File: src/sv/otsu_ram.sv
// Generic single-port-write, single-port-read RAM with registered read data.
// No dependencies.
`default_nettype none

module otsu_ram #(
    parameter int WIDTH = 8,
    parameter int DEPTH = 256
) (
    input  wire                      i_clk,
    input  wire                      i_we,
    input  wire [$clog2(DEPTH)-1:0]  i_waddr,
    input  wire [WIDTH-1:0]          i_wdata,
    input  wire [$clog2(DEPTH)-1:0]  i_raddr,
    output logic [WIDTH-1:0]         o_rdata
);

    logic [WIDTH-1:0] r_mem [DEPTH];

    // Write port and registered read port.
    always_ff @(posedge i_clk) begin
        if (i_we) begin
            r_mem[i_waddr] <= i_wdata;
        end
        o_rdata <= r_mem[i_raddr];
    end

endmodule

`default_nettype wire

File: config.mk
export PLATFORM = sky130hd
export DESIGN_NAME = otsu_ram
export DESIGN_NICKNAME = d
export VERILOG_FILES = /design/src/sv/otsu_ram.sv
export SDC_FILE = /design/constraint.sdc
export NUM_CORES = 2
export LEC_CHECK = 0
export CAP_MARGIN = 5
export CORE_UTILIZATION = 50
export DETAILED_ROUTE_END_ITERATION = 10
export DONT_BUFFER_PORTS = 1
export PLACE_DENSITY_LB_ADDON = 0.15
export SYNTH_ARGS = -nofsm -noshare
export SYNTH_HDL_FRONTEND = slang
export SYNTH_SLANG_ARGS = --single-unit
File: constraint.sdc
create_clock -name i_clk -period 3.2 [get_ports i_clk]
set_input_delay 0.48 -clock i_clk [delete_from_list [all_inputs] [get_ports i_clk]]
set_output_delay 0.48 -clock i_clk [all_outputs]
set_load 0.005 [all_outputs]
==> run metrics <==
Seq/Total Area, Yosys 77.5%; die area 0.161 sq mm; FMAX 0.319 GHz; Critical Path RT 3.88 ns; cell count of the worst hold path 1; cell count after synthesis 3,733; r2r setup slk 0.46 ns; Crit Path Max Fanout 67; number of synthesized flops with an enable pin 2,048; worst clock skew 0.0242 ns; VDD IR max 0.000587 V; drt total wl 205,000 microns; power per cell area 607 mW/mm^2; clock sinks 2,056; FF-to-FF Start r_mem[163][0]; FF+latch count, synth 2,056; later-pin clock latency in the skew report 0.84 ns; Reg clk slew, reported paths 0.06 ns; setup ws final 0.0628 ns; Reg2Reg Capture Point o_rdata[0]; crit share post-route 98.0%; Place WS -0.456 ns; fin util 57.3%; DR WL/cell 32.4 microns; Avg Inst Size Synth 21.3 sq um; Reg2Reg Depth 7; Startpoint Class primary input; final non-filler cell total 6,328; most frequent cell after synthesis edfxtp_1; Syn Nets 3,759; drt pass-1 iters 5; GRT Total Usage 24.5%; gpl congestion 0.801; vias in the first global route 38,800; Worst setup startpoint i_raddr[0]; Starting Density 50.3%; post-synth top area share 77.3%; Reg area 0.0617 sq mm; die width 401 microns; warnings from Yosys 0; Worst Hold End r_mem[216][3]; Worst Hold Launch i_wdata[3]; Buffers on Ports 0; Hold Vio Cnt, Final 0; grt total ovfl 0; # DRC 0; Final ANT Viol Nets 0; fill count 11,700; I/O pins 34; via density per instance 6.20; Slew headroom 29.8%; die height 401 microns; DRT iter0 DRCs 4,141; Worst Tran Pin Value 1.03 ns; TritonCTS buffer count 201; first-pass GRT wire length 281,000 microns; setup bufs post-CTS 0; core area 0.158 sq mm; share of synthesized registers carrying an async set or reset 0%; ratio of cells with drive above 1 in the final layout 26.8%; most instantiated cells after synthesis edfxtp_1, mux4_2, nor2_1; placed insts 5,926; P&R area growth vs syn 13.9%; Nets 4,119; Max Slew Vio Count 0; Post-DP HPWL 109,000 microns; status finished, final reports clean; worst hold path class in2reg; Root Driver clkbuf_16; Worst Setup End Kind register; Post-Syn Area 0.0796 sq mm; initial antenna violation count 11; Top FF cell, synth edfxtp_1; H-Tree Depth 4; max_cap viols 0; top post-synthesis cells by area edfxtp_1, mux4_2, mux2i_1, nor2_1, a22oi_1; Final Setup Violations 0; largest net degree at the start of global routing 579; Setup TNS Final 0 ns; CTS tree done; area of the multi-input gates 0.0166 sq mm; CP Data Arrival Time 3.81 ns; final hold slack 0.0430 ns; Crit Path Class in2reg; clock buffer depth 3; static leakage 0.0286 uW; via count 39,300; post-synth top area cell edfxtp_1; Distinct cells, synth 55; # rows 146; Final Critical Period 3.14 ns
## stage by stage
step           power (uW)  cell area [sq um]
4_1_cts             54500              89700
5_1_grt             56400              90600
2_1_floorplan       31700              79600
3_5_place_dp        32000              83500
3_3_place_gp        32000              83500
6_report            55000              90600
## cell families after synthesis
logic type      Yosys count  share of synthesized area (%)
flops                  2056                           77.5
simple gates            466                           2.63
buf+inv                 235                           1.83
compound gates          385                           3.42
mux                     591                           14.6
## layout by cell type, fill, tap and decap left out, drive strengths merged, types with 4 or more instances in the layout
| cell type | n |
|---|---|
| nand4 | 10 |
| clkbuf | 267 |
| bufinv | 13 |
| edfxtp | 2048 |
| o211ai | 10 |
| a2111oi | 5 |
| nand3 | 34 |
| o22a | 5 |
| a22o | 8 |
| o221ai | 47 |
| nor4 | 27 |
| a211oi | 16 |
| dlygate4sd3 | 4 |
| nor2b | 31 |
| o22ai | 28 |
| a221oi | 14 |
| inv | 8 |
| nor3 | 22 |
| nand2 | 33 |
| and2 | 6 |
| clkinv | 85 |
| nand2b | 8 |
| dfxtp | 8 |
| buf | 380 |
| o32ai | 5 |
| a21oi | 96 |
| nor2 | 282 |
| or2 | 4 |
| mux4 | 456 |
| a22oi | 133 |
| mux2i | 134 |
| o21ai | 12 |
## sequential cells by signal (all words and copies together) (netlist names)
register / cells
r_mem: 2048
o_rdata: 8
## where the power goes
group          total [uW]  internal, uW  switching [uW]
clock network       22700         12800            9870
registers           29800         29700            92.1
logic                2530           961            1560
total               55000         43500           11500
## worst max-delay path, stage by stage
cell and delay [ns]:
buf_16 0.42, buf_16 0.39, buf_16 0.39, mux4_2 0.58, nor2b_1 0.15, a211oi_1 0.29
nor3_1 0.08, nor4_1 0.55, buf_4 0.21, nor4_2 0.04
## layout make-up
cell class              count  area share, %
diodes                      1        0.00276
clock buffers             261           5.93
clock inverters           104          0.947
inverters                   2        0.00828
multi-input cells        1442           18.3
flip-flops and latches   2056           68.0
well taps                2072           2.86
repair buffers            390           3.95
## repair_timing
| action | 4_1_cts | 5_1_grt |
|---|---|---|
| endpoints found under the hold margin | 2025 | 882 |
| endpoints found under the setup margin | 0 | 8 |
| gates resized for setup | 0 | 3 |
## layer usage
layer  part of all wire [%]  global-route usage (%)  vias up
met5                  0.013                       0        -
met4                    2.9                    7.51        4
met3                    8.9                    5.73      282
met2                     47                    37.7     1647
met1                     41                    35.2    20900
li1                       -                       -    16400
## worst max-delay path by stage
stage | to | slack, ns | cells past startpoint
after CTS | o_rdata[5] | 0.22 | 6
after global routing | o_rdata[0] | -0.02 | 10
final | o_rdata[0] | 0.06 | 10
after detailed placement | o_rdata[5] | -0.46 | 6
after floorplan | o_rdata[2] | 0.78 | 9
after global placement | o_rdata[3] | -0.41 | 6
No activity file was read; power rests on OpenSTA's default activity.
