`src/sv/otsu_pkg.sv`:
```
// Shared constants and types for the Otsu threshold block.
// No dependencies; imported by the arithmetic unit and the top level.
`default_nettype none

package otsu_pkg;

    // Region size limit and histogram shape.
    localparam int MAX_PIXELS = 4096;
    localparam int BIN_W      = 8;
    localparam int NUM_BINS   = 1 << BIN_W;

    // Widths derived from the region limit.
    localparam int CNT_W = $clog2(MAX_PIXELS + 1);
    localparam int SUM_W = CNT_W + BIN_W;
    localparam int MAG_W = SUM_W + CNT_W;
    localparam int DEN_W = 2 * CNT_W;
    localparam int NUM_W = 2 * MAG_W;
    localparam int CMP_W = NUM_W + DEN_W;

    typedef logic [BIN_W-1:0] t_bin;
    typedef logic [CNT_W-1:0] t_cnt;
    typedef logic [SUM_W-1:0] t_sum;
    typedef logic [MAG_W-1:0] t_opd;
    typedef logic [NUM_W-1:0] t_prod;

endpackage

`default_nettype wire

```
`src/sv/otsu_mul.sv`:
```
// Shared multiplier of the sweep sequencer: one registered product a cycle.
// Depends on otsu_pkg for the operand width.
`default_nettype none

module otsu_mul
    import otsu_pkg::*;
(
    input  wire         i_clk,
    input  wire t_opd   i_a,
    input  wire t_opd   i_b,
    output t_prod       o_p
);

    // Product registered before any further use.
    always_ff @(posedge i_clk) begin
        o_p <= i_a * i_b;
    end

endmodule

`default_nettype wire

```
`config.mk`:
```
export PLATFORM = sky130hd
export DESIGN_NAME = otsu_mul
export DESIGN_NICKNAME = d
export VERILOG_FILES = /design/src/sv/otsu_pkg.sv /design/src/sv/otsu_mul.sv
export SDC_FILE = /design/constraint.sdc
export NUM_CORES = 2
export LEC_CHECK = 0
export BUFFER_PORTS_ARGS = -buffer_cell sky130_fd_sc_hd__buf_2
export CAP_MARGIN = 15
export CORE_ASPECT_RATIO = 0.8
export CORE_MARGIN = 4
export CORE_UTILIZATION = 60
export CTS_CLUSTER_DIAMETER = 150
export CTS_CLUSTER_SIZE = 20
export DETAILED_ROUTE_END_ITERATION = 7
export PLACE_DENSITY = 0.77
export SLEW_MARGIN = 10
export SYNTH_ARGS = -nofsm -noshare
export SYNTH_HDL_FRONTEND = slang
export SYNTH_SLANG_ARGS = --single-unit
```
`constraint.sdc`:
```
create_clock -name i_clk -period 8.7 [get_ports i_clk]
set_input_delay 0.435 -clock i_clk [delete_from_list [all_inputs] [get_ports i_clk]]
set_output_delay 0.435 -clock i_clk [all_outputs]
set_load 0.01 [all_outputs]
```
==> summary.txt <==
routed length per instance - 21.88 µm
Worst path slowest cell - buf_2
post-CTS resize count - 0
Synth Net Count - 5,660
worst setup path class - in -> reg
Initial Util - 60.48%
drt pass-1 iters - 5
Final Hold Viols - 0
CP peak stage delay - 640 ps
Die Y - 235.3 µm
Biggest register - o_p
synthesized area - 38,750 µm²
routed vias - 28,600
row cnt - 83
Die ar. - 68,750 µm²
Post-synth EDFFs - 0
Mapped Cells - 4,287
Area Overhead vs Synth - 4.381%
startpoint type of the worst setup path - input pin
Hold/Removal Path Class - in -> reg
Final GP Congestion - 1.002
# nets final - 5,650
total grt overflow - 0
vias per inst - 5.562
H-tree levels - 3
Post-Place Setup Slack - 369.8 ps
minimum clock period - 8206 ps
Avg Cell Area, Syn - 9.040 µm²
outcome - finished, final reports clean
critical-path maximum fanout - 25
Least-Margin Pin Slew - 850.3 ps
Total Wirelength - 112,500 µm
Critical Path AT - 8500 ps
synth warn - 0
Clk pin slew, worst setup/hold paths - 70 ps
die width - 292.1 µm
DRC Markers - 0
CTS tree - yes
number of global-route vias before repair - 30,230
Worst path top cell family by delay - adder cells
filler cell count - 5,250
clock root cell - clkbuf_16
Tot GR Track Use - 34.27%
CTS buffer count - 9
Core Area - 64,080 µm²
Final Cycle Share - 94.33%
Async SR Flop Fraction - 0%
first-pass GRT wire length - 179,400 µm
detailed router's first-iteration violation count - 2,714
Most Frequent Cell on Critical Path - fa_1
Ports - 137
deepest clock path buffer count - 2
Distinct cells, synth - 65
f_max - 121.9 MHz
post-synthesis sequential area ratio - 3.513%
Slew Viols, Final - 0
CTS sink cnt - 68
initial antenna violation count - 13
CP Buf/Inv Count - 6
Post-Route Setup TNS - 0 ps
Crit path required time - 8990 ps
Port-buffer cells - 136
max FFs per register - 68
Final setup viols - 0
post-CTS setup buffers - 0
ys flop type - dfxtp_1
antenna-violating nets left - 0
Max-cap violations - 0
Yosys reg bits - 68
post-route worst setup slack - 493.5 ps
RSZ-0062 raised after global routing - no
HPWL after DPL - 94,100 µm
Hold-fix buffers, CTS - 0
Crit. End Element - register
max_slew headroom - 43.31%
Top Registers - o_p: 68 flops
largest net degree at the start of global routing - 35
share of layout cells above drive strength 1 - 5.838%
==> area by class of cell <==
| class | instances | area (µm²) | share of cell area (%) |
|---|---|---|---|
| multi-input combinational | 2956 | 32570 | 80.50 |
| inverter | 1029 | 3862 | 9.548 |
| sequential | 68 | 1361 | 3.365 |
| timing repair buffer | 213 | 1271 | 3.143 |
| tap | 850 | 1064 | 2.629 |
| clock buffer | 9 | 225.2 | 0.5567 |
| clock inverter | 7 | 81.33 | 0.2010 |
| antenna | 9 | 22.52 | 0.05567 |
==> layout by cell type (no fill, tap or decap), drive strengths merged, types with 4 or more instances in the layout <==
master and instances:
dfxtp 68, ha 284, a211oi 10, nor2b 6
inv 1032, o31ai 5, a21oi 82, diode 9
xnor2 43, a41oi 4, xor2 23, buf 213
nor3 14, nand4 21, a21o 22, and3 4
nand2 729, nor2 54, nand3 8, fa 1020
clkbuf 9, a31oi 8, and2 504, o21ai 61
nand2b 4, o21bai 13, o211ai 4
==> synth_stat cells (4+ instances only) <==
| cell | number | area, µm² |
|---|---|---|
| buf_2 | 6 | 30.03 |
| a21o_1 | 21 | 157.7 |
| and3_1 | 4 | 25.02 |
| fa_1 | 1020 | 20420 |
| nand2b_1 | 4 | 25.02 |
| a21oi_1 | 77 | 385.4 |
| nor2_1 | 53 | 198.9 |
| xor2_1 | 23 | 201.4 |
| o21ai_1 | 17 | 85.08 |
| a211oi_1 | 9 | 67.56 |
| a21oi_2 | 4 | 35.03 |
| clkbuf_1 | 213 | 799.5 |
| nand3_1 | 8 | 40.04 |
| nor3_1 | 12 | 60.06 |
| a31oi_1 | 7 | 43.79 |
| ha_1 | 284 | 3553 |
| and2_1 | 504 | 3153 |
| o21bai_1 | 13 | 97.59 |
| buf_6 | 8 | 90.09 |
| o21ai_0 | 44 | 220.2 |
| inv_1 | 1029 | 3862 |
| xnor2_1 | 43 | 376.6 |
| nand2_1 | 729 | 2736 |
| nor2b_1 | 6 | 37.54 |
| dfxtp_1 | 68 | 1361 |
| nand4_1 | 20 | 125.1 |
==> stage by stage <==
| stage | hold WS (ps) | std cells | instance area [µm²] | util, % |
|---|---|---|---|---|
| 3_3_place_gp | 829.4 | 5116 | 40120 | 62.62 |
| 3_5_place_dp | 828.0 | 5116 | 40120 | 62.62 |
| 5_1_grt | 769.0 | 5136 | 40440 | 63.11 |
| 6_report | 741.0 | 5141 | 40450 | 63.13 |
| 2_1_floorplan | 562.3 | 4287 | 38750 | - |
| 4_1_cts | 735.4 | 5132 | 40430 | 63.10 |
==> metal layers <==
layer / share of wire, % / wire [µm] / GRT usage (%)
met3: 20 / 22610 / 22.98
met2: 38 / 42610 / 43.00
met5: 0.036 / 41 / 0
met1: 41 / 45840 / 49.91
met4: 1.2 / 1404 / 4.986
==> path summary, 6_finish.rpt <==
check             depth (start not counted)  startpoint  slack, ps         endpoint
hold / removal                            2      i_b[0]        740   o_p[0]$_DFF_P_
setup / recovery                         25     i_a[21]        490  o_p[61]$_DFF_P_
==> logic make-up after synthesis <==
family,count (synthesis),share of synthesized area (%)
multiplexers,1,0.02583
AO/OA/AOI/OAI,226,3.729
flip-flops,68,3.513
adder cells (fa/ha/maj),1304,61.86
XOR/XNOR,66,1.492
buffers and inverters,1263,12.46
AND/OR/NAND/NOR,1359,16.92
Power is not shown: default switching activity piles up to over one toggle a cycle in this logic, so the estimate is an artifact.
